$ cat config.mk
export PLATFORM = sky130hd
export DESIGN_NAME = stw_queue
export DESIGN_NICKNAME = d
export VERILOG_FILES = /design/src/rtl/core/stw_queue.sv
export SDC_FILE = /design/constraint.sdc
export NUM_CORES = 1
export LEC_CHECK = 0
export ABC_CLOCK_PERIOD_IN_PS = 1600
export BUFFER_PORTS_ARGS = -buffer_cell sky130_fd_sc_hd__buf_2
export CAP_MARGIN = 20
export CORE_MARGIN = 1.5
export CORE_UTILIZATION = 49
export DETAILED_ROUTE_END_ITERATION = 12
export GPL_ROUTABILITY_DRIVEN = 0
export HOLD_SLACK_MARGIN = 0.12
export PLACE_DENSITY = 0.85
export SYNTH_ARGS = -nofsm -noshare
export SYNTH_HDL_FRONTEND = slang
export SYNTH_SLANG_ARGS = --single-unit
$ cat constraint.sdc
create_clock -name clk -period 1.6 [get_ports clk]
set_clock_uncertainty 0.1 [all_clocks]
set_input_delay 0.16 -clock clk [delete_from_list [all_inputs] [get_ports clk]]
set_output_delay 0.16 -clock clk [all_outputs]
set_load 0.05 [all_outputs]
$ cat src/rtl/core/stw_queue.sv
module stw_queue #(
	parameter int WIDTH = 8
) (
	input  logic             clk,
	input  logic             arst_n,
	input  logic             push,
	input  logic [WIDTH-1:0] wdata,
	output logic             full,
	input  logic             pop,
	output logic             nonempty,
	output logic [WIDTH-1:0] rdata
);

	localparam int DEPTH = 4;

	logic [WIDTH-1:0] mem_q [DEPTH];
	logic [1:0] wr_q, rd_q;
	logic [2:0] count_q;

	assign full = (count_q == 3'(DEPTH));
	assign nonempty = (count_q != 3'd0);
	assign rdata = mem_q[rd_q];

	// storage
	always_ff @(posedge clk) begin
		if (push) begin
			mem_q[wr_q] <= wdata;
		end
	end

	// pointers and fill count
	always_ff @(posedge clk or negedge arst_n) begin
		if (!arst_n) begin
			wr_q <= '0;
			rd_q <= '0;
			count_q <= '0;
		end else begin
			if (push) wr_q <= wr_q + 2'd1;
			if (pop) rd_q <= rd_q + 2'd1;
			count_q <= count_q + 3'(push) - 3'(pop);
		end
	end

`ifndef SYNTHESIS
	a_no_overflow: assert property (@(posedge clk) disable iff (!arst_n)
		full |-> !push) else $error("queue written while full");
	a_no_underflow: assert property (@(posedge clk) disable iff (!arst_n)
		!nonempty |-> !pop) else $error("queue read while empty");
`endif

endmodule

# [After elaboration in Yosys (flattened, before gate mapping)]
# Memories as Yosys holds them, arrays and structs flattened.
# Cells that the tools add are included.
# Widths: inputs -> output; s select.
[op_classes] n_addsub=4 n_eq_ne=1 n_mux=2 reduce_logical=1
[ops] op="$add 2x1->2 const B" n=2
[ops] op="$add 3x1->3" n=1
[ops] op="$eq 3x3->1 const B" n=1
[ops] op="$reduce_bool 3->1" n=1
[ops] op="$sub 3x1->3" n=1
[ops] op="$mux 1" n=2
[word_totals] register_bits=7 mem_bits_rw=32 input_bits=12 output_inout_bits=10 wordCells=12 n_memories=1
[mem_list] name="mem_q" depth=4 width=8 read_ports=1 rd_clocked_by_memory_dff=0 wr=1 line_no="16" source="logic [WIDTH-1:0] mem_q [DEPTH];"

# [Longest topological paths before layout]
[logic_depth] ltp_word=2 ltp_mapped=7 mapped_depth_nobuf=7

# [Worst setup path before layout]
# OpenSTA, ideal clock, no wires.
[synth_path] kind="register to register" startpoint="reg count_q[0]" endpoint="reg count_q[2]" setup_ns=0.123 t_arrival_ns=1.451 required_ns=1.377 slack_ns=-0.074 path_stages_with_launch=8 path_buffers=0 period_less_slack_ns=1.674 cell_sequence="dfrtp_1 > inv_1 > ha_1 > inv_1 > ha_1 > fa_1 > xor2_1 > xnor2_1"
[synth_via] elab_chain_len=2
[synth_lines] item="from (decl)" line_no="18" source="logic [2:0] count_q;"
[synth_lines] item="from (signal assigned)" line_no="40" source="count_q <= count_q + 3'(push) - 3'(pop);"
[synth_lines] item="$add 3x1->3" line_no="40"
[synth_lines] item="$sub 3x1->3" line_no="40"
# No other way between the ends.
# A chain may end at the register's enable or synchronous reset.

# [Worst setup path in the final report]
[layout_path] startpoint="reg rd_q[0]" endpoint="out rdata[3]"
[layout_via] elab_chain_len=1
[layout_lines] item="from (decl)" line_no="17" source="logic [1:0] wr_q, rd_q;"
[layout_lines] item="from (signal assigned)" line_no="39" source="if (pop) rd_q <= rd_q + 2'd1;"
[layout_lines] item="$mem_v2 4x8"
[layout_lines] item="to (decl)" line_no="11" source="output logic [WIDTH-1:0] rdata"
# No other way between the ends.

==> results by stage <==
Flow run:
- The max capacitance violation total is 0.

Synthesis:
- The share of the synthesized area in compound gates (AO/OA/AOI/OAI) is 0.003241.
- Of the total synthesized cell area, the portion taken by full adders, half adders and majority gates is 0.06159.
- The simple-gate area share of the yosys netlist is 0.02917.
- The share of the Yosys chip area taken by registers is 0.7358.
- The average cell area after synthesis is 20.32 um^2.
- Synthesis inferred 39 register bits.
- Counting every instance in the synthesized netlist gives 76.
- The synthesis warning total is 0.
- Of the total synthesized cell area, the portion taken by XOR and XNOR cells is 0.02836.
- The leading register cell type out of synthesis is sky130_fd_sc_hd__edfxtp_1.
- Yosys attributes the largest share of cell area to sky130_fd_sc_hd__edfxtp_1, sky130_fd_sc_hd__mux4_2, sky130_fd_sc_hd__dfrtp_1.
- After synthesis, the share of flip-flops with an asynchronous set or reset is 0.1795.
- Counting every net in the synthesized netlist gives 95.
- By area, the combinational part of the netlist is dominated by multiplexers.
- The mux cell area share after synthesis is 0.1167.
- The post-synth design cell area is 1544 um^2.
- The count of unique library cells instantiated by Yosys is 15.
- The biggest area contributor in the post-synthesis netlist is sky130_fd_sc_hd__edfxtp_1.
- The portion of synthesized cell area occupied by the leading cell type is 0.6224.
- The number of enable flip-flop cells after synthesis is 32.

Clock tree:
- The clock slew at the register clock pins of the worst setup and hold paths is 0.11 ns.
- The tree is rooted in a sky130_fd_sc_hd__clkbuf_4.
- The longest clock path from root to sink contains 2 buffers.
- TritonCTS built the clock tree.
- In this run, CTS created clock tree buffers numbering 5.
- The deepest level of the CTS H-tree is 2.
- The clock sink count is 39.
- The clock reaches the later pin of the worst-skew pair after 0.33 ns.

Floorplan:
- The floorplan step set the die width to 59.14 um.
- The initialized floorplan defines 20 standard-cell rows.
- 22 I/O pins were placed.
- The die covers 3497 um^2.
- The effective utilization at floorplan is 0.5099.
- From bottom edge to top edge, the die measures 59.14 um.
- The standard cell core area is 3028 um^2.

Place:
- The post-placement setup slack is -0.1222 ns.
- The half-perimeter wire length after detailed placement is 1.592 mm.
- The total of buffers placed on input and output ports is 21.

STA:
- After layout, the worst setup slack is -0.2661 ns.
- Setup violations remaining at the end of the flow were counted as 10.
- The number of hold violations in the final report is 0.
- In the final timing run, aggregate negative setup slack is -2.221 ns.
- Setup repair after global routing could not meet its margin everywhere.
- Static timing analysis puts the maximum clock frequency at 0.5359 GHz.
- The worst pin sits at a relative slew slack of 0.7118.
- The slew at the pin with the worst max-slew slack is 0.4323 ns.
- The count of final max-slew check failures is 0.
- The routed design could run at a clock period as short as 1.866 ns.
- In the finished design, the share of the clock period the worst path needs comes to 1.166.

Global route:
- The wire length of the first global-routing pass is 3.788 mm.
- The initial antenna violation count came to 0.
- The total routing usage reported by global routing is 0.1604.
- The via count of the first global-routing pass was 799.
- The pin count of the biggest net entering global routing is 13.
- Summed over all layers, the global routing overflow is 0.

Worst setup path:
- The type of destination of the critical path is an output pin.
- The largest driver fanout on the critical path is 8.
- For the worst setup path, the data required time is 1.34 ns.
- Data arrives at the worst endpoint at 1.61 ns.
- The category of the worst setup path launch point is a flop.
- The count of cells along the worst register-to-register path is 7.
- The class of the most critical setup path is flop to output pin.

Power:
- The worst ir drop on vdd is 1381 uV.
- In this run the power density over the cells is 1898 nW/um^2.
- The leakage component of the power is 0.0007786 uW.

Cells and area:
- Leaving out fill and tap cells, the most frequent cell in the layout is sky130_fd_sc_hd__edfxtp_1.
- The library cells used most frequently in the layout, excluding fill and tap cells, are sky130_fd_sc_hd__edfxtp_1, sky130_fd_sc_hd__dlygate4sd3_1, sky130_fd_sc_hd__buf_2, sky130_fd_sc_hd__buf_6, sky130_fd_sc_hd__mux4_2.
- 0 antenna diodes ended up in the layout.
- The number of nets in the layout is 141.
- The share of layout cells above drive strength 1 is 0.4146.
- The layout overhead on the synthesized area is 32.50%.
- The final design utilization is 0.6756.

Min path:
- The number of cells on the worst hold path is 4.
- The min-delay analysis places its worst path in the category input pin to flop.

Routing:
- After detailed routing, the number of vias per cell comes to 4.760.
- The number of routed nets with antenna violations is 0.
- Dividing the detail-routed wire length by the instance count gives 15.00 um.
- The vias after detailed routing is 795.
- Summed over all layers, the routed wires come to 2.505 mm.
- The first routing iteration left 13 violations.
- The residual DRC count is 0.
- The number of optimization iterations in the first detailed-route pass is 3.

Outcome:
- The flow ran to the end, but the final reports show violations.
- The final reports fail on negative setup slack.
-- sequential cells by signal, summed over array words and instances (netlist names) --
name and count:
rd_q 2, mem_q 32, count_q 3, wr_q 2
-- worst max-delay path, cell delays in order (launching register included) --
cell and delay [ns]:
sky130_fd_sc_hd__dfrtp_1 0.42, sky130_fd_sc_hd__buf_12 0.16, sky130_fd_sc_hd__mux4_2 0.51, sky130_fd_sc_hd__buf_6 0.17
-- Yosys cell counts (2+ instances only) --
| master | number |
|---|---|
| sky130_fd_sc_hd__edfxtp_1 | 32 |
| sky130_fd_sc_hd__mux4_2 | 8 |
| sky130_fd_sc_hd__dfrtp_1 | 7 |
| sky130_fd_sc_hd__ha_1 | 6 |
| sky130_fd_sc_hd__inv_1 | 6 |
| sky130_fd_sc_hd__and2_1 | 4 |
| sky130_fd_sc_hd__xor2_1 | 3 |
| sky130_fd_sc_hd__nand2_1 | 2 |
| sky130_fd_sc_hd__xnor2_1 | 2 |
-- layer usage --
metal	routed length, um	global-route usage
met1	1001	0.1863
met2	1383	0.2683
met3	97	0.06550
met4	23	0.05844
met5	0	0
-- final timing paths --
kind | start | to | slack [ns]
setup / recovery | rd_q[0] | rdata[3] | -0.27
hold / removal | pop | count_q[0] | 0.23
setup reg to reg | count_q[0] | count_q[2] | -0.11
hold reg to reg | wr_q[0] | wr_q[0] | 0.46
max in group asynchronous | arst_n | wr_q[0] | 0.49
min in group asynchronous | arst_n | count_q[0] | 0.65
-- what timing repair did --
action / CTS / global route
setup buffers: 3 / 1
endpoints found under the hold margin: 44 / 0
hold buffers: 12 / 0
pin swaps: 3 / 1
endpoints found under the setup margin: 10 / 11
resized for setup: 23 / 3
-- per-stage QoR --
step | area, um^2 | hold slack (ns) | total power [uW] | instances
after global routing | 2046 | 0.2049 | 4089 | 167
after detailed placement | 1745 | -0.09559 | 3057 | 143
final | 2046 | 0.2262 | 3883 | 167
after floorplan | 1546 | -0.2356 | 2670 | 76
after CTS | 2027 | 0.1867 | 3867 | 166
after global placement | 1745 | -0.1057 | 2984 | 143
-- cell families after synthesis --
group / after synthesis
flip-flops: 39
AND/OR/NAND/NOR: 8
multiplexers: 8
AO/OA/AOI/OAI: 1
adder cells (fa/ha/maj): 7
XOR/XNOR: 5
buffers and inverters: 8
-- final cells by class --
cell class | count | area [um^2]
multi-input combinational | 29 | 409.1
timing repair buffer | 41 | 369.1
clock buffer | 6 | 41.29
sequential | 39 | 1136
clock inverter | 2 | 12.51
tap | 44 | 55.05
fill | 208 | 982.2
inverter | 6 | 22.52
-- power by group --
group	switching, uW	total, uW	internal [uW]
Combinational	1040	1890	857
Sequential	151	1510	1360
Clock	306	476	170
(Power assumes the default switching activity.)
