==> src/rtl/core/stw_pkg.sv <==
package stw_pkg;

	// stave construction kinds
	typedef enum logic [1:0] {
		KIND_INNER  = 2'd0,
		KIND_MIDDLE = 2'd1,
		KIND_OUTER  = 2'd2
	} stave_kind_t;

	// configuration register indexes
	typedef enum logic [1:0] {
		REG_KIND   = 2'd0,
		REG_RADIUS = 2'd1,
		REG_STEP   = 2'd2,
		REG_TILT   = 2'd3
	} cfg_reg_t;

	localparam int RADIUS_BITS  = 23;
	localparam int CFG_BITS     = 23;
	localparam int INDEX_BITS   = 14;

	// cordic: 30 rotations, angle in 2^-32 turn units, values in q4.30
	localparam int CORDIC_ITERS = 30;
	localparam int CORDIC_W     = 34;
	localparam int CORDIC_GAIN  = 652032874;
	localparam int FRAC_BITS    = 30;

	localparam int ATAN_TURN32 [CORDIC_ITERS] = '{
		536870912, 316933406, 167458907, 85004756, 42667331, 21354465,
		10679838, 5340245, 2670163, 1335087, 667544, 333772, 166886, 83443,
		41722, 20861, 10430, 5215, 2608, 1304, 652, 326, 163, 81, 41, 20,
		10, 5, 3, 1
	};

	// construction offsets in half-micrometre units
	localparam int MID_MODULE_Z [4] = '{-632100, -210700, 210700, 632100};
	localparam int CHIP_PITCH_Z   = 60200;
	localparam int OUTER_MODULE_Z = 421400;
	localparam int CHIP_X         = 15100;
	localparam int HALF_X         = 25800;
	localparam int HALF_Y0        = 41340;
	localparam int HALF_Y1        = 44860;
	localparam int SENSOR_Y       = 32;
	localparam int INNER_Y        = 50;
	localparam int OUTER_Y        = 1380;

endpackage

==> src/rtl/core/stw_front.sv <==
module stw_front
	import stw_pkg::*;
#(
	parameter int COORD_BITS = 24,
	parameter int ANGLE_BITS = 16
) (
	input  logic [1:0]                    kind,
	input  logic [ANGLE_BITS-1:0]         phi_step,
	input  logic [ANGLE_BITS-1:0]         phi_tilt,
	input  logic [5:0]                    stave_index,
	input  logic                          half_index,
	input  logic [2:0]                    module_index,
	input  logic [3:0]                    chip_index,
	input  logic signed [COORD_BITS-1:0]  local_x,
	input  logic signed [COORD_BITS-1:0]  local_y,
	input  logic signed [COORD_BITS-1:0]  local_z,
	output logic                          err,
	output logic signed [COORD_BITS+3:0]  px,
	output logic signed [COORD_BITS+3:0]  py,
	output logic signed [COORD_BITS-1:0]  pz,
	output logic [ANGLE_BITS-1:0]         phi,
	output logic [ANGLE_BITS-1:0]         rot
);

	localparam int PW = COORD_BITS + 4;
	localparam logic signed [PW-1:0] ZMAX = {{(PW-COORD_BITS+1){1'b0}}, {(COORD_BITS-1){1'b1}}};
	localparam logic signed [PW-1:0] ZMIN = ~ZMAX;
	localparam logic [ANGLE_BITS-1:0] QUARTER = {2'b01, {(ANGLE_BITS-2){1'b0}}};

	logic signed [PW-1:0] x0, y0, z0, xf, zf, pz_w;
	logic [ANGLE_BITS+5:0] phi_prod;
	int zm;

	// classify indexes and add the construction offsets
	always_comb begin
		x0 = PW'(local_x);
		y0 = PW'(local_y) - PW'(SENSOR_Y);
		z0 = PW'(local_z);
		xf = chip_index[0] ? -x0 : x0;
		zf = chip_index[0] ? -z0 : z0;
		zm = (kind == KIND_MIDDLE) ? MID_MODULE_Z[module_index[1:0]]
			: (int'(module_index) - 3) * OUTER_MODULE_Z;
		err = 1'b1;
		px = x0;
		py = y0;
		pz_w = z0;
		unique case (kind)
			KIND_INNER: begin
				err = chip_index > 4'd8;
				py = y0 - PW'(INNER_Y);
				pz_w = z0 + PW'((int'(chip_index) - 4) * CHIP_PITCH_Z);
			end
			KIND_MIDDLE, KIND_OUTER: begin
				err = (chip_index > 4'd13) ||
					((kind == KIND_MIDDLE) ? (module_index > 3'd3) : (module_index > 3'd6));
				px = xf + PW'(chip_index[0] ? CHIP_X : -CHIP_X)
					+ PW'(half_index ? HALF_X : -HALF_X);
				py = y0 + PW'(half_index ? HALF_Y1 - OUTER_Y : HALF_Y0 - OUTER_Y);
				pz_w = zf + PW'((int'(chip_index[3:1]) - 3) * CHIP_PITCH_Z) + PW'(zm);
			end
			default: ;
		endcase
	end

	// z needs no rotation, saturate it here
	always_comb begin
		if (pz_w > ZMAX) begin
			pz = ZMAX[COORD_BITS-1:0];
		end else if (pz_w < ZMIN) begin
			pz = ZMIN[COORD_BITS-1:0];
		end else begin
			pz = pz_w[COORD_BITS-1:0];
		end
	end

	// stave angle and rotation angle, wrapping modulo one turn
	assign phi_prod = (ANGLE_BITS+6)'(stave_index) * (ANGLE_BITS+6)'(phi_step);
	assign phi = phi_prod[ANGLE_BITS-1:0];
	assign rot = phi + QUARTER + phi_tilt;

endmodule

==> config.mk <==
export PLATFORM = sky130hd
export DESIGN_NAME = stw_front
export DESIGN_NICKNAME = d
export VERILOG_FILES = /design/src/rtl/core/stw_pkg.sv /design/src/rtl/core/stw_front.sv
export SDC_FILE = /design/constraint.sdc
export NUM_CORES = 1
export LEC_CHECK = 0
export BUFFER_PORTS_ARGS = -buffer_cell sky130_fd_sc_hd__buf_2
export CORE_ASPECT_RATIO = 2
export CORE_MARGIN = 1.5
export CORE_UTILIZATION = 35
export DETAILED_ROUTE_END_ITERATION = 8
export GPL_TIMING_DRIVEN = 0
export SLEW_MARGIN = 15
export SYNTH_ARGS = -nofsm -noshare
export SYNTH_HDL_FRONTEND = slang
export SYNTH_SLANG_ARGS = --single-unit
==> constraint.sdc <==
create_clock -name vclk -period 12.9
set_input_delay 1.29 -clock vclk [all_inputs]
set_output_delay 1.29 -clock vclk [all_outputs]
set_load 0.02 [all_outputs]
Yosys cells after proc, flatten, opt, wreduce, memory -nomap -nowiden
Cells that the tools add are included.
Word-level totals
  flip-flop bits (word level): 0
  output and inout bits: 113
  logic and storage cells: 48
Cells by class
  add/subtract/negate cells: 15
  $mul: 4
  order comparisons: 7
  eq/ne operators: 2
  multiplexer cells: 16
  bitwise logic cells: 1
  reduce and logical (&&, ||, !) cells: 3
Operators with widths (count)
  28-bit 2-to-1 mux: 8
  28-bit one-hot mux with 2 select lines: 2
  28-bit adder: 3
  32-bit binary-select mux with 2-bit select: 1
  24-bit negator with 28-bit output: 2
  24-bit 2-to-1 mux: 2
  28-bit by 21-bit adder with 28-bit output: 1
  28-bit by 24-bit greater-than comparator with 1-bit output, second input constant: 1
  28-bit by 24-bit less-than comparator with 1-bit output, second input constant: 1
  25-bit by 17-bit adder with 26-bit output: 1
  25-bit by 7-bit subtractor with 26-bit output, second input constant: 1
  24-bit by 22-bit adder with 25-bit output: 1
  24-bit by 7-bit subtractor with 25-bit output, second input constant: 1
  4-bit by 17-bit multiplier with 21-bit output, second input constant: 1
  5-bit by 14-bit multiplier with 19-bit output, second input constant: 1
  4-bit by 14-bit multiplier with 18-bit output, second input constant: 1
  16-bit by 15-bit adder with 16-bit output, second input constant: 1
  16-bit adder: 1
  6-bit by 16-bit multiplier with 16-bit output: 1
  14-bit 2-to-1 mux: 1
  4-bit greater-than comparator, second input constant: 2
  3-bit by 2-bit subtractor with 4-bit output, second input constant: 2
  4-bit by 3-bit subtractor with 5-bit output, second input constant: 1
  3-bit greater-or-equal comparator, second input constant: 1
  other kinds (10): 10

Longest topological paths before layout
Gate-level depths: netlist of the first run.
  depth after elaboration: 10
  gate-level depth with buffers: 35
  depth with buffers taken out: 33

Worst setup path after synthesis of the first run
No wires, ideal clock.
  path type: input -> output
  start point: in module_index[0]
  end point: out pz[10]
  arrival: 8224 ps
  required time: 11610 ps
  path slack: 3386 ps
  cell stages on the path: 31
  cell sequence: clkbuf_1 > inv_1 > ha_1 > inv_1 > fa_1 > inv_1 > fa_1 > inv_1 > ha_1 > ha_1 > and2_1 > nand2_1 > o31ai_1 > a31oi_1 > nor2b_1 > o21a_1 > nor3_1 > o41ai_1 > fa_1 > ha_1 > a21oi_1 > o22ai_1 > o31a_1 > or3_1 > o221ai_1 > a21oi_1 > xor2_1 > a41o_1 > a211oi_2 > buf_4 > o21ai_0
On the way
  cells in the longest elaborated chain, start to end: 10
Ends and longest elaborated chain
  start, declared: RTL line stw_front.sv:12  | input logic [2:0] module_index,
  parallel branches: the longest is 4 deep, another holds 4-bit by 17-bit multiplier with 21-bit output
  28-bit 2-to-1 mux *: RTL line stw_front.sv:41  | zm = (kind == KIND_MIDDLE) ? MID_MODULE_Z[module_index[1:0]]
  28-bit adder *: RTL line stw_front.sv:59  | pz_w = zf + PW'((int'(chip_index[3:1]) - 3) * CHIP_PITCH_Z) + PW'(zm);
  28-bit one-hot mux with 2 select lines *: RTL line stw_front.sv:47  | unique case (kind)
  28-bit by 24-bit less-than comparator with 1-bit output: RTL line stw_front.sv:69  | end else if (pz_w < ZMIN) begin
  24-bit 2-to-1 mux: RTL line stw_front.sv:69
  24-bit 2-to-1 mux *: RTL line stw_front.sv:67  | if (pz_w > ZMAX) begin
  end, declared: RTL line stw_front.sv:20  | output logic signed [COORD_BITS-1:0] pz,
Mark *: on every way between the ends. The select of a mux whose other input is x is not followed.

Worst setup path after layout of the first run
  start point: in module_index[0]
  end point: out pz[11]
The elaborated chain is that of the path after synthesis.

==> parameters.txt, run 1 <==
Parameter                              Value

Global route
  Maximum number of pins on one net before global-route repair ... 20
  Global-route wire length before repair ... 73.49 mm
  Vias in the first global route ... ~15k
  Overflow left after global routing ... 0
  Number of antenna violations at the first check in global routing ... 1
  Global routing usage summed across all routing layers ... 22.83%

Drt
  Routed length on met3 ... 1.809 mm
  Sum of routed wire segments on met1 ... 15.14 mm
  Number of design rule violations left after detail routing ... 0
  Via count of the routed design ... roughly 14k
  Antenna-violating nets left ... 0
  TritonRoute pass-1 iters ... 5
  Uppermost signal routing layer after detailed routing ... met5
  Via/cell ratio ... between 5 and 6
  Count of routing violations after the opening detailed-route iteration ... roughly 430
  Met2 wire length ... 26.73 mm
  Routed length per placed instance ... around 19 um
  Final wirelength ... roughly 48 mm

Placed design
  Routability congestion estimate ... between 0.9 and 1
  IO Port Bufs ... about 230
  DPL Wire Length ... 41.80 mm
  Worst slack, placed ... roughly 1500 ps
  DP Area ... 15,610 um^2

Run status
  Status ... completed

Timing
  Final Cycle Share ... approximately 89%
  Final number of hold-violating endpoints ... 0
  Final setup violating endpoints ... 0
  RSZ-0062 raised after global routing ... false
  Accumulated negative setup slack ... 0 ps
  Fin. max-slew vios ... 0
  Min cycle time layout ... around 11,000 ps
  Headroom to the max-slew limit ... approximately 31%
  Worst setup slack after layout ... around 1400 ps
  Slew @ Worst Pin ... between 1000 and 1500 ps
  Peak clock frequency supported by timing ... roughly 87 MHz

Cells and area
  Signed area change from the synthesized netlist to the final layout ... 12.95%
  Number of clock buffers in the layout ... 0
  Nets ... 2,493
  Layout sequential cell count ... 0
  Share of layout cells above drive strength 1 ... between 10% and 20%
  Antenna diode count ... 0
  Fillcell total ... ~4.1k
  FF+latch area ... 0 um^2
  Post-route cell area ... ~16,000 um^2

Critical path
  Library cell contributing the largest single delay on the critical path ... o31ai_1
  Crit-path max cell delay ... 620 ps
  Timing startpoint of the critical path ... module_index[0]
  Type of element launching the critical path ... input pin
  Data required time at the worst endpoint ... between 10,000 and 15,000 ps
  Crit Path Category ... in -> out
  Element type at the critical path end ... output port
  Worst EP arrival ... between 10,000 and 15,000 ps
  Crit path max fanout ... 10

Floorplanning
  Core area ... between 30,000 and 40,000 um^2
  Horizontal die dimension ... 143.5 um
  Die area ... 40,770 um^2
  Starting density of the core ... between 30% and 40%
  Vertical die dimension ... 284.1 um
  Num ports ... between 200 and 250
  Row count ... a little over 100

Yosys
  Synthesized area per cell ... between 7 and 8 um^2
  Netlist area before placement ... ~14,000 um^2
  Distinct cell type count of the synthesized netlist ... 77
  Number of instances in the synthesized netlist ... about 1.8k
  Proportion of synthesized chip area in sequential cells ... 0%
  Total number of yosys warnings ... 0
  Net count after synthesis ... between 2k and 2.5k

Power
  Power per unit of standard cell area ... roughly 180 nW/um^2
  Leak ... roughly 0.0076 uW
  Power consumption ... roughly 2900 uW
  Worst supply voltage drop on vdd ... approximately 0.12 mV

Clock network
  Postcts setup bufs ... 0
  CTS Hold Buffers Added ... 0
  Resized Gates After CTS ... 0

Min path
  Hold path startpoint ... local_y[0]
  Path category of the worst min-delay check ... in -> out

Flow run
  Number of violations of the max-capacitance limit ... 0
[per-stage QoR]
step,util (%),hold WS [ps],instances
floorplan,-,2693,1795
global placement,40.22,2810,2541
detailed placement,40.23,2808,2541
CTS,40.23,2809,2541
global route,40.24,2820,2541
finish,40.24,2811,2541
[final timing paths]
path	end	slack, ps	cells after the start
hold / removal	py[0]	2810	2
setup / recovery	pz[11]	1420	34
[Yosys cell counts (all sizes together), types with 33 or more instances]
| cell | instances | area (um^2) |
|---|---|---|
| xor2 | 60 | 525.5 |
| inv | 180 | 675.6 |
| a21oi | 102 | 514.2 |
| clkbuf | 44 | 165.2 |
| nor2 | 103 | 386.6 |
| a21o | 65 | 488.0 |
| xnor2 | 147 | 1287 |
| ha | 259 | 3241 |
| fa | 91 | 1822 |
| and2 | 33 | 206.5 |
| o21ai | 118 | 590.6 |
| nand2 | 146 | 548.0 |
[worst max-delay path: cells and delay by family]
kind            cells  cell delay, ps
fa+ha+maj           7            3010
compound gates      9            2860
buf+inv             8            1460
simple gates        9            1440
xor+xnor            1             100
[power by group]
part	internal [uW]	total, uW	leakage, uW	switching, uW
clock	0	0	0	0
sequential	0	0	0	0
combinational	1140	2870	0.00762	1730
total	1140	2870	0.00762	1730
[placed cells by master (no fill, tap or decap), types with 23 or more instances in the layout]
master,synthesis,final
a21o_1,65,65
ha_1,259,259
mux2_2,26,26
o21ai_0,112,112
nor2b_1,28,28
and2_1,32,32
buf_2,3,229
clkbuf_1,44,43
inv_1,179,179
nand2_1,146,146
nor3_1,31,31
nand2b_1,24,24
xnor2_1,147,147
nor2_1,103,103
a21oi_1,101,101
xor2_1,60,60
o21a_1,23,23
fa_1,91,91
[cells by family after synthesis]
group                    share of synthesized area, %
adder cells (fa/ha/maj)                         36.62
XOR/XNOR                                        13.28
buffers and inverters                           6.761
AND/OR/NAND/NOR                                 17.06
AO/OA/AOI/OAI                                   23.00
multiplexers                                    3.277
[final cells by class]
type               count  area [um^2]  share of cell area, %
multi-input cells   1554        12900                  82.59
repair buffers       226         1131                  7.244
inverters            182        683.2                  4.375
well taps            520        650.6                  4.167
plain buffers         59        252.7                  1.619
[routing by layer]
| layer | GRT usage, % | up-vias |
|---|---|---|
| met5 | 0 | - |
| met4 | 16.12 | 2 |
| met3 | 2.055 | 163 |
| met2 | 46.92 | 474 |
| met1 | 19.44 | 6595 |
| li1 | - | 6804 |
No activity file was read; power rests on OpenSTA's default activity.
==> run 2, diff against run 1 <==
--- a/config.mk
+++ b/config.mk
@@ -6,11 +6,14 @@
 export NUM_CORES = 1
 export LEC_CHECK = 0
 export BUFFER_PORTS_ARGS = -buffer_cell sky130_fd_sc_hd__buf_2
+export CELL_PAD_IN_SITES_DETAIL_PLACEMENT = 0
+export CELL_PAD_IN_SITES_GLOBAL_PLACEMENT = 1
 export CORE_ASPECT_RATIO = 2
 export CORE_MARGIN = 1.5
 export CORE_UTILIZATION = 35
 export DETAILED_ROUTE_END_ITERATION = 8
 export GPL_TIMING_DRIVEN = 0
+export PLACE_DENSITY_LB_ADDON = 0.1
 export SLEW_MARGIN = 15
 export SYNTH_ARGS = -nofsm -noshare
 export SYNTH_HDL_FRONTEND = slang
==> constraint.sdc (replaced) <==
create_clock -name vclk -period 14.5
set_input_delay 1.45 -clock vclk [all_inputs]
set_output_delay 1.45 -clock vclk [all_outputs]
set_load 0.02 [all_outputs]
==> parameters.txt, run 2 (same netlist as run 1, synthesis figures left out) <==
Parameter                              Value

Floorplanning
  Starting density of the core ... a little over a third
  Die area ... between 40,000 and 50,000 um^2
  Row count ... 102
  Horizontal die dimension ... 143.5 um
  Num ports ... ~230
  Vertical die dimension ... 284.1 um
  Core area ... between 30,000 and 40,000 um^2

Timing
  Final Cycle Share ... between 80% and 90%
  Peak clock frequency supported by timing ... between 80 and 90 MHz
  Accumulated negative setup slack ... 0 ps
  Headroom to the max-slew limit ... between 20% and 30%
  Final setup violating endpoints ... 0
  RSZ-0062 raised after global routing ... false
  Worst hold-check slack ... approximately 3100 ps
  Final number of hold-violating endpoints ... 0
  Fin. max-slew vios ... 0
  Min cycle time layout ... about 12,000 ps
  Slew @ Worst Pin ... approximately 1200 ps

Global route
  Global-route wire length before repair ... approximately 80 mm
  Number of antenna violations at the first check in global routing ... 6
  Global routing usage summed across all routing layers ... 24.70%
  Vias in the first global route ... between 10k and 15k
  Maximum number of pins on one net before global-route repair ... 20
  Overflow left after global routing ... 0

Cells and area
  Number of clock buffers in the layout ... 0
  Share of layout cells above drive strength 1 ... between 10% and 20%
  Multi-input combinational cell area ... between 10,000 and 15,000 um^2
  Antenna diode count ... 0
  Fillcell total ... around 4.2k
  Layout sequential cell count ... 0
  Most common cell after layout, fill and taps aside ... ha_1
  Nets ... ~2.5k
  Top library cells by usage in the layout, fill and taps aside ... 259 x ha_1, 229 x buf_2, 179 x inv_1
  Non-filler cells, final ... ~2.5k
  FF+latch area ... 0 um^2
  Signed area change from the synthesized netlist to the final layout ... 12.90%

Drt
  Via/cell ratio ... 5.479
  Final wirelength ... 51.57 mm
  Number of design rule violations left after detail routing ... 0
  Via count of the routed design ... around 14k
  Routed length per placed instance ... just over 20 um
  TritonRoute pass-1 iters ... 5
  Antenna-violating nets left ... 0
  Count of routing violations after the opening detailed-route iteration ... 462

Clock network
  CTS Hold Buffers Added ... 0
  Postcts setup bufs ... 0
  Resized Gates After CTS ... 0

Critical path
  Crit path max fanout ... 10
  Library cell contributing the largest single delay on the critical path ... fa_1
  Worst EP arrival ... roughly 11,000 ps
  Crit Path Category ... in -> out
  Element type at the critical path end ... output port
  Crit-path max cell delay ... slightly below 600 ps
  Type of element launching the critical path ... input pin
  Data required time at the worst endpoint ... 13,050 ps

Placed design
  DPL Wire Length ... 45.36 mm
  Number of placed cells counting well taps ... roughly 2.5k
  Routability congestion estimate ... between 0.9 and 1
  IO Port Bufs ... roughly 230

Flow run
  Number of violations of the max-capacitance limit ... 0

Power
  Worst supply voltage drop on vdd ... roughly 0.09 mV
  Power per unit of standard cell area ... around 170 nW/um^2
  Power consumption ... approximately 2600 uW
  Leak ... ~0.0076 uW

Run status
  Status ... completed

Min path
  Path category of the worst min-delay check ... in -> out
run 2: final timing paths:
path,startpoint,end,slack [ps],depth (start not counted)
hold / removal,local_y[0],py[0],3120,2
setup / recovery,module_index[0],pz[13],2510,34
run 2: per-stage QoR:
stage	utilization (%)	cell area, um^2	setup slack, ps
after detailed placement	40.23	15610	2537
after CTS	40.23	15610	2523
final	40.23	15610	2511
after floorplan	-	13820	4666
after global placement	40.22	15610	2565
after global routing	40.23	15610	2020
run 2: where the power goes:
part	total, uW	internal, uW	switching, uW
registers	0	0	0
clock network	0	0	0
logic	2590	1010	1580
run 2: worst max-delay path, delay by kind of cell:
kind,cells,cell delay (ps)
adder cells (fa/ha/maj),7,3100
AO/OA/AOI/OAI,9,2750
buffers and inverters,8,1650
AND/OR/NAND/NOR,9,1460
XOR/XNOR,1,110
run 2: layer usage:
layer,track usage [%],vias to the layer above,share of wire (%)
li1,-,6798,-
met1,21.40,6610,32
met2,53.34,381,59
met4,11.48,12,5.7
met5,0,-,0.13
met3,1.988,122,3.3
run 2: cell type report:
class,count,area share (%)
plain buffers,59,1.619
inverters,182,4.377
multi-input cells,1554,82.59
well taps,520,4.169
repair buffers,226,7.248
==> run 3, diff against run 2 <==
==> constraint.sdc (replaced) <==
create_clock -name vclk -period 11.5
set_input_delay 1.15 -clock vclk [all_inputs]
set_output_delay 1.15 -clock vclk [all_outputs]
set_load 0.02 [all_outputs]
==> parameters.txt, run 3 (same netlist as run 1, synthesis figures left out) <==
Parameter                              Value

Placed design
  IO Port Bufs ... around 230
  Routability congestion estimate ... around 0.9
  DP Area ... about 16,000 um^2
  Worst slack, placed ... 137.1 ps
  DPL Wire Length ... between 40 and 50 mm

Power
  Worst supply voltage drop on vdd ... about 0.11 mV
  Leak ... ~0.0076 uW
  Power consumption ... between 3000 and 4000 uW
  Power per unit of standard cell area ... around 210 nW/um^2

Min path
  Path category of the worst min-delay check ... in -> out

Timing
  Headroom to the max-slew limit ... between 30% and 40%
  RSZ-0062 raised after global routing ... false
  Worst setup slack after layout ... between 400 and 500 ps
  Final setup violating endpoints ... 0
  Slew @ Worst Pin ... just under 1000 ps
  Accumulated negative setup slack ... 0 ps
  Final number of hold-violating endpoints ... 0
  Peak clock frequency supported by timing ... roughly 91 MHz
  Fin. max-slew vios ... 0
  Min cycle time layout ... about 11,000 ps
  Final Cycle Share ... 95.71%

Floorplanning
  Row count ... approximately 100
  Horizontal die dimension ... about 140 um
  Num ports ... ~230
  Die area ... ~41,000 um^2
  Vertical die dimension ... approximately 280 um
  Starting density of the core ... 35.63%
  Core area ... 38,800 um^2

Cells and area
  Top library cells by usage in the layout, fill and taps aside ... 259 x ha_1, 229 x buf_2, 179 x inv_1
  Layout sequential cell count ... 0
  Number of clock buffers in the layout ... 0
  Signed area change from the synthesized netlist to the final layout ... 13.08%
  FF+latch area ... 0 um^2
  Antenna diode count ... 0
  Share of layout cells above drive strength 1 ... 14.60%
  Nets ... 2,493
  Most common cell after layout, fill and taps aside ... ha_1
  Post-route cell area ... about 16,000 um^2

Global route
  Number of antenna violations at the first check in global routing ... 6
  Global routing usage summed across all routing layers ... 24.70%
  Busiest layer in global routing ... met2
  Global Route met3 Usage ... about 2.0%
  GR Layer Usage met2 ... a little over half
  Overflow left after global routing ... 0
  Maximum number of pins on one net before global-route repair ... 20
  Met1 usage ... between 20% and 30%
  Vias in the first global route ... roughly 15k
  Global-route wire length before repair ... a little under 80 mm

Drt
  Number of design rule violations left after detail routing ... 0
  Count of routing violations after the opening detailed-route iteration ... roughly 430
  Routed length per placed instance ... approximately 20 um
  Via count of the routed design ... about 14k
  TritonRoute pass-1 iters ... 5
  Antenna-violating nets left ... 0
  Final wirelength ... a little over 50 mm
  Via/cell ratio ... 5.488

Clock network
  CTS Hold Buffers Added ... 0

Critical path
  Worst EP arrival ... about 9900 ps
  Library cell contributing the largest single delay on the critical path ... fa_1
  Crit path max fanout ... 10
  Element type at the critical path end ... output port
  Crit Path Category ... in -> out
  Data required time at the worst endpoint ... approximately 10,000 ps
  Crit-path max cell delay ... approximately 580 ps
  Type of element launching the critical path ... input pin

Run status
  Status ... completed

Flow run
  Number of violations of the max-capacitance limit ... 0
-- run 3: cell type report --
type,count,area (um^2)
buffer,59,254.0
fill,4239,23170
inverter,182,683.2
multi-input combinational,1554,12910
tap,520,650.6
timing repair buffer,226,1131
-- run 3: final timing paths --
| kind | from | to | slack (ps) | cells after the start |
|---|---|---|---|---|
| setup / recovery | module_index[0] | pz[13] | 490 | 33 |
| hold / removal | local_y[0] | py[0] | 2520 | 2 |
-- run 3: routing by layer --
metal  routed length [um]  vias up  share of wire (%)
met1                16440     6638                 32
met2                30590      374                 59
li1                     -     6795                  -
met3                 1663      127                3.2
met5                   69        -               0.13
met4                 2994       12                5.8
-- run 3: what timing repair did --
action / 4_1_cts / 5_1_grt
resized for setup: 0 / 6
setup buffers: 0 / 0
endpoints found under the setup margin: 0 / 23
-- run 3: power by group --
group / total [uW] / internal [uW] / switching [uW]
sequential: 0 / 0 / 0
combinational: 3280 / 1280 / 2000
clock: 0 / 0 / 0
total: 3280 / 1280 / 2000
-- run 3: worst max-delay path: cells and delay by family --
kind / cells / cell delay (ps)
and+or+nand+nor: 7 / 1180
xor gates and xnor gates: 1 / 110
adders and majority gates: 7 / 3100
buffers and inverters: 8 / 1550
AOI/OAI and AO/OA: 10 / 2720
-- run 3: stage by stage --
step	utilization, %	hold slack [ps]	cells
after floorplan	-	2413	1795
after global placement	40.22	2519	2541
after detailed placement	40.23	2518	2541
after CTS	40.23	2518	2541
after global routing	40.29	2533	2541
final	40.29	2516	2541
